$ cat config.mk
export PLATFORM = sky130hd
export DESIGN_NAME = byte_queue_with_sorted_insert
export DESIGN_NICKNAME = d
export VERILOG_FILES = /design/src/rtl/bqsi_pkg.sv /design/src/rtl/byte_queue_with_sorted_insert.sv /design/src/rtl/bqsi_ram.sv
export SDC_FILE = /design/constraint.sdc
export NUM_CORES = 1
export LEC_CHECK = 0
export ABC_AREA = 1
export BUFFER_PORTS_ARGS = -buffer_cell sky130_fd_sc_hd__buf_2
export CAP_MARGIN = 20
export CORE_ASPECT_RATIO = 1.25
export CORE_MARGIN = 2
export CORE_UTILIZATION = 25
export CTS_CLUSTER_DIAMETER = 100
export DETAILED_ROUTE_END_ITERATION = 7
export PLACE_DENSITY = 0.38
export SLEW_MARGIN = 20
export SYNTH_ARGS = -nofsm -noshare
export SYNTH_HDL_FRONTEND = slang
export SYNTH_SLANG_ARGS = --single-unit
$ cat constraint.sdc
create_clock -name clk -period 14.8 [get_ports clk]
set_clock_uncertainty 0.2 [all_clocks]
set_input_delay 0.74 -clock clk [delete_from_list [all_inputs] [get_ports clk]]
set_output_delay 0.74 -clock clk [all_outputs]
set_load 0.03 [all_outputs]
$ cat src/rtl/bqsi_pkg.sv
// Shared types and codes for the byte queue with sorted insert.
`timescale 1ns / 1ps

package bqsi_pkg;

	// Command codes
	typedef enum logic [1:0] {
		CMD_APPEND = 2'd0,
		CMD_SORTED = 2'd1,
		CMD_REMOVE = 2'd2,
		CMD_PEEK   = 2'd3
	} cmd_t;

	// Result status codes
	typedef enum logic [1:0] {
		STAT_OK    = 2'd0,
		STAT_FULL  = 2'd1,
		STAT_EMPTY = 2'd2
	} status_t;

	typedef struct packed {
		cmd_t              cmd;
		logic signed [7:0] data_in;
	} item_t;

	typedef struct packed {
		logic signed [7:0] data_out;
		status_t           status;
		logic [6:0]        occupancy;
	} result_t;

endpackage

$ cat src/rtl/byte_queue_with_sorted_insert.sv
// Circular byte queue with append, sorted insert, remove and peek.
//
//   channel   signals                        transfer
//   item      start, busy, item              start high and busy low
//   result    done, result                   done high, one cycle, no stall
//   config    cfg_valid, cfg_ready, cfg_data cfg_valid and cfg_ready high
//
// Append, full and empty results appear in the cycle after the command,
// with busy low, so a new command may follow at once. A sorted insert into
// an empty queue also completes in the cycle after. Remove and peek pass
// through ST_READ for the registered slot memory read. Sorted insert into a
// non-empty queue walks ST_SORT, shifting each larger entry toward the tail,
// then ST_PLACE if every entry was shifted: the single memory read port and
// one signed comparator handle one entry per cycle. arst_n clears the
// indices, the count and the capacity (to 64 or DEPTH if smaller); slot
// contents are not cleared. A capacity write empties the queue and is held
// off while busy or start is high. The receiver cannot stall results.
`timescale 1ns / 1ps

module byte_queue_with_sorted_insert
	import bqsi_pkg::*;
#(
	parameter int DEPTH = 64
) (
	input  logic       clk,
	input  logic       arst_n,
	input  logic       start,
	output logic       busy,
	input  item_t      item,
	output logic       done,
	output result_t    result,
	input  logic       cfg_valid,
	output logic       cfg_ready,
	input  logic [6:0] cfg_data
);

	localparam int AW = (DEPTH > 1) ? $clog2(DEPTH) : 1;
	localparam int IW = (AW > 7) ? AW : 7;
	localparam int NW = IW + 1;
	localparam logic [6:0] CAP_MAX = (DEPTH > 127) ? 7'd127 : 7'(DEPTH);
	localparam logic [6:0] CAP_RST = (CAP_MAX < 7'd64) ? CAP_MAX : 7'd64;

	typedef enum logic [1:0] {
		ST_IDLE,
		ST_READ,
		ST_SORT,
		ST_PLACE
	} state_t;

	state_t        state_q;
	logic [6:0]    cap_q;
	logic [AW-1:0] head_q;
	logic [AW-1:0] tail_q;
	logic [6:0]    count_q;
	logic [6:0]    k_q;
	logic [AW-1:0] src_q;
	logic [AW-1:0] dst_q;
	item_t         item_q;
	logic          done_q;
	result_t       result_q;

	logic          accept;
	logic          is_full;
	logic          is_empty;
	logic          shift_up;
	logic [AW-1:0] tail_dec;
	logic [AW-1:0] src_dec;
	logic          mem_we;
	logic [AW-1:0] mem_waddr;
	logic [7:0]    mem_wdata;
	logic [AW-1:0] mem_raddr;
	logic [7:0]    mem_rdata;
	logic [6:0]    cap_new;

	function automatic logic [AW-1:0] wrap_inc(logic [AW-1:0] idx, logic [6:0] cap);
		logic [NW-1:0] nxt;
		nxt = NW'(idx) + 1'b1;
		if (nxt == NW'(cap)) begin
			return '0;
		end
		return nxt[AW-1:0];
	endfunction

	function automatic logic [AW-1:0] wrap_dec(logic [AW-1:0] idx, logic [6:0] cap);
		logic [NW-1:0] last;
		last = NW'(cap) - 1'b1;
		if (idx == '0) begin
			return last[AW-1:0];
		end
		return idx - 1'b1;
	endfunction

	assign accept    = start && !busy;
	assign busy      = (state_q != ST_IDLE);
	assign cfg_ready = (state_q == ST_IDLE) && !start;
	assign done      = done_q;
	assign result    = result_q;
	assign is_full   = (count_q >= cap_q);
	assign is_empty  = (count_q == '0);
	assign tail_dec  = wrap_dec(tail_q, cap_q);
	assign src_dec   = wrap_dec(src_q, cap_q);
	assign shift_up  = $signed(item_q.data_in) < $signed(mem_rdata);

	// Clamp the written capacity into the usable range
	always_comb begin
		if (cfg_data == '0) begin
			cap_new = 7'd1;
		end else if (cfg_data > CAP_MAX) begin
			cap_new = CAP_MAX;
		end else begin
			cap_new = cfg_data;
		end
	end

	// Drive the slot memory ports
	always_comb begin
		mem_we    = 1'b0;
		mem_waddr = tail_q;
		mem_wdata = item.data_in;
		mem_raddr = head_q;
		case (state_q)
			ST_IDLE: begin
				if (accept && !is_full && item.cmd == CMD_APPEND) begin
					mem_we = 1'b1;
				end else if (accept && !is_full && item.cmd == CMD_SORTED) begin
					mem_we    = is_empty;
					mem_raddr = tail_dec;
				end
			end
			ST_SORT: begin
				mem_we    = 1'b1;
				mem_waddr = dst_q;
				mem_wdata = shift_up ? mem_rdata : item_q.data_in;
				mem_raddr = src_dec;
			end
			ST_PLACE: begin
				mem_we    = 1'b1;
				mem_waddr = dst_q;
				mem_wdata = item_q.data_in;
			end
			default: begin
				mem_we = 1'b0;
			end
		endcase
	end

	bqsi_ram #(
		.DEPTH (DEPTH),
		.AW    (AW)
	) u_ram (
		.clk   (clk),
		.we    (mem_we),
		.waddr (mem_waddr),
		.wdata (mem_wdata),
		.raddr (mem_raddr),
		.rdata (mem_rdata)
	);

	// Sequencer, queue indices and registered result
	always_ff @(posedge clk or negedge arst_n) begin
		if (!arst_n) begin
			state_q  <= ST_IDLE;
			cap_q    <= CAP_RST;
			head_q   <= '0;
			tail_q   <= '0;
			count_q  <= '0;
			done_q   <= 1'b0;
			k_q      <= '0;
			src_q    <= '0;
			dst_q    <= '0;
			item_q   <= '0;
			result_q <= '0;
		end else begin
			done_q <= 1'b0;
			case (state_q)
				ST_IDLE: begin
					if (accept) begin
						item_q <= item;
						result_q.data_out <= '0;
						result_q.status <= STAT_OK;
						result_q.occupancy <= count_q;
						if (item.cmd == CMD_APPEND || item.cmd == CMD_SORTED) begin
							if (is_full) begin
								result_q.status <= STAT_FULL;
								done_q <= 1'b1;
							end else if (item.cmd == CMD_APPEND || is_empty) begin
								tail_q <= wrap_inc(tail_q, cap_q);
								count_q <= count_q + 7'd1;
								result_q.occupancy <= count_q + 7'd1;
								done_q <= 1'b1;
							end else begin
								// start the walk from the newest entry
								k_q <= count_q;
								dst_q <= tail_q;
								src_q <= tail_dec;
								state_q <= ST_SORT;
							end
						end else begin
							if (is_empty) begin
								result_q.status <= STAT_EMPTY;
								done_q <= 1'b1;
							end else begin
								state_q <= ST_READ;
							end
						end
					end
				end
				ST_READ: begin
					result_q.data_out <= $signed(mem_rdata);
					if (item_q.cmd == CMD_REMOVE) begin
						head_q <= wrap_inc(head_q, cap_q);
						count_q <= count_q - 7'd1;
						result_q.occupancy <= count_q - 7'd1;
					end
					done_q <= 1'b1;
					state_q <= ST_IDLE;
				end
				ST_SORT: begin
					if (shift_up) begin
						// move the larger entry one slot toward the tail
						k_q <= k_q - 7'd1;
						dst_q <= src_q;
						src_q <= src_dec;
						if (k_q == 7'd1) begin
							state_q <= ST_PLACE;
						end
					end else begin
						tail_q <= wrap_inc(tail_q, cap_q);
						count_q <= count_q + 7'd1;
						result_q.occupancy <= count_q + 7'd1;
						done_q <= 1'b1;
						state_q <= ST_IDLE;
					end
				end
				ST_PLACE: begin
					tail_q <= wrap_inc(tail_q, cap_q);
					count_q <= count_q + 7'd1;
					result_q.occupancy <= count_q + 7'd1;
					done_q <= 1'b1;
					state_q <= ST_IDLE;
				end
				default: begin
					state_q <= ST_IDLE;
				end
			endcase
			// Capacity write empties the queue
			if (cfg_valid && cfg_ready) begin
				cap_q   <= cap_new;
				head_q  <= '0;
				tail_q  <= '0;
				count_q <= '0;
			end
		end
	end

endmodule

$ cat src/rtl/bqsi_ram.sv
// Slot memory: one write port, one read port with registered read data.
`timescale 1ns / 1ps

module bqsi_ram #(
	parameter int DEPTH = 64,
	parameter int AW    = 6
) (
	input  logic          clk,
	input  logic          we,
	input  logic [AW-1:0] waddr,
	input  logic [7:0]    wdata,
	input  logic [AW-1:0] raddr,
	output logic [7:0]    rdata
);

	logic [7:0] mem [DEPTH];

	// Write and read, read data registered
	always_ff @(posedge clk) begin
		if (we) begin
			mem[waddr] <= wdata;
		end
		rdata <= mem[raddr];
	end

endmodule
==> reports/results.ini <==
[cells_and_area]
final_common_cell=nand2_1
fin_cells=4253
drive_gt1_share_pct=6.92
antenna_cells=0
mostFrequentLayoutCells=621 x nand2_1, 598 x nand3_1, 512 x edfxtp_1
area_growth_pct=13.8
num-nets-final=2805
n_fill_cell=11600

[sta]
period_minus_slack_ns=5.33
finalHoldViolations=31
rsz0062_at_grt=false
holdWs_ns=-0.0209
fin_ws_ns=9.47
tightest_slew_ns=1.15
fin_setup_tns_ns=0
finalCritPeriodShare_pct=36.0
slew_violations=0
relSlewSlack_pct=22.4
fmax_ghz=0.188
setup_viol=0

[clock_network]
clk_pin_slew_worst_paths_ns=0.06
clock-root-buffer=clkbuf_16
max-clock-path-buffers=3
cts_tree=built
cts_max_level=3
cts_resized=0
hold_buffers=0
cts_buffers=68
clock_sinks=595
cts_setup_buffers=0
clk-insertion-delay-late_ns=0.62

[floorplan]
rows=136
ios=41
die-height_um=376
die_area_um2=113000
core_um2=110000
die_x_um=302
start_util_pct=25.2

[place]
gp_congestion=0.804
place_ws_ns=9.27
portBuffers=40
hpwlAfterDp_um=53400
dpl.cell_count=4136

[logic_synthesis]
syn_nets=2819
muxShareOfSynthArea_pct=0
synthCells=2773
yosys.area_share.simple_pct=24.5
synth_edf_count=512
yosysWarnings=0
synthAdderAreaFrac_pct=1.13
synth.top_cells.by_area=edfxtp_1 56%, nand3_1 11%, nand2_1 8.4%
syn_area_um2=27700
synth_compound_area_share_pct=3.47
synthXorXnorAreaFrac_pct=0.949
yosysSeqAreaShare_pct=62.9
synth_largest_area_cell=edfxtp_1
synth_top_cell_area_share_pct=55.5
synthFlopType=edfxtp_1
syn_area_per_cell_um2=9.98
synth.distinct_cells=42
synth-async-reset-ratio_pct=12.6
ys_ff_latch=595
synth_top_family_by_area=simple AND/OR/NAND/NOR gates

[worst_setup_path]
cp.arrival_ns=5.62
cp-start-kind=register
crit_path_frequent_cell=nand3_1
crit_type=register to register
worstPathMaxFanout=79
r2r_start=tail_q[0]
cp_slowest_cell=buf_4
end_kind=register
worstPathRequired_ns=15.09
r2r_slack_ns=9.47
reg2reg_depth=17
path_delay_family=simple AND/OR/NAND/NOR gates
max_stage_delay_ns=0.83
worstPathCellList=inv_1 -> ha_1 -> nand3_1 -> nand2_1 -> nand2_1 -> nand3_1 -> nand3_1 -> nand2_8 -> buf_4 -> buf_4 -> nand3b_1 -> nand3_1 -> nand3_1 -> nand3_1 -> nand3_1 -> nand3_1 -> nand2_1
critPathBufInv=3
worst_r2r_endpoint=u_ram.rdata[0]

[power]
p_per_area_nw_per_um2=227
ir_worst_vdd_uv=189
power_w=0.00714
leakagePower_nw=12.4

[route]
drtPass1Iterations=6
ant_nets=0
drc=0
viasPerCell=4.68
drtIter0Drc=1340
wl_per_cell_um=21.1
wirelength_um=89800
via_count=19900

[global_routing]
grt_usage_pct=15.7
antenna_found_initial=0
grt_overflow=0
grt_pass1_wl_um=133000
grt_pass1_vias=20200
grt_max_degree=172

[run]
maxCapViolCount=0

[run_status]
failed_checks=hold timing
outcome=finished, violations left

[worst_hold_path]
hold_path_class=input port to asynchronous set/reset pin

[state kept, by name, indices dropped and copies added (netlist names)]
register / flops
done: 1
item_q: 10
count_q: 7
dst_q: 6
state_q: 2
src_q: 6
cap_q: 7
u_ram.mem: 512
tail_q: 6
u_ram.rdata: 8
k_q: 7
result: 17
head_q: 6
[stage by stage]
stage               hold WS, ns  utilization [%]  area [um2]
floorplan                 0.243                -       27700
global placement          0.262             26.7       29400
detailed placement        0.269             26.7       29400
CTS                       0.135             28.6       31400
global route             0.0295             28.6       31500
finish                  -0.0209             28.6       31500
[layer usage]
metal / up-vias / wire length (um) / global-route usage, %
li1: 9422 / - / -
met1: 9962 / 37600 / 19.1
met5: - / 0 / 0
met4: 0 / 2830 / 5.61
met3: 122 / 3020 / 1.96
met2: 394 / 46400 / 28.5
[cell families (layout without fill, tap and decap cells)]
| group | after synthesis | count (layout) |
|---|---|---|
| fa+ha+maj | 25 | 25 |
| buf+inv | 482 | 513 |
| simple gates | 1474 | 1474 |
| flops | 595 | 595 |
| xor+xnor | 30 | 30 |
| compound gates | 167 | 167 |
[cells in the mapped netlist, types with 2 or more instances]
cell,number
dfxtp_1,8
nand2_1,623
nand4_1,17
buf_4,8
xor2_1,25
dfrtp_1,74
o31ai_1,4
a21oi_1,29
a22oi_2,2
o22ai_1,14
o21ai_0,84
xnor2_1,5
nand3_1,598
o21ai_1,5
o221ai_1,4
inv_1,317
ha_1,25
edfxtp_1,512
nand3b_1,105
o211ai_1,15
buf_2,91
a221oi_1,2
a211oi_1,4
clkinv_1,2
inv_2,6
nor2_1,112
clkbuf_1,56
nor4_1,3
nor2_2,3
nor3_1,8
[worst max-delay path by stage]
stage	startpoint	to	cells past startpoint
final	tail_q[0]	u_ram.rdata[0]	17
after CTS	cap_q[2]	u_ram.rdata[3]	17
after detailed placement	cap_q[2]	u_ram.rdata[3]	17
after global placement	cap_q[6]	u_ram.rdata[4]	19
after floorplan	item_q[7]	u_ram.mem[0][2]	7
after global routing	tail_q[0]	u_ram.rdata[0]	17
[report_power, final]
| group | switching, W | internal, W |
|---|---|---|
| Clock | 0.000688 | 0.000928 |
| Combinational | 0.00245 | 0.000806 |
| Sequential | 0.000112 | 0.00216 |
[final cells by class]
cell class | count | area [um2] | share of cell area, %
clock buffer | 89 | 1880 | 5.98
multi-input combinational | 1696 | 8460 | 26.9
inverter | 325 | 1220 | 3.87
sequential | 595 | 17400 | 55.3
tap | 1449 | 1810 | 5.76
clock inverter | 26 | 189 | 0.600
timing repair buffer | 73 | 507 | 1.61
(Power assumes the default switching activity.)
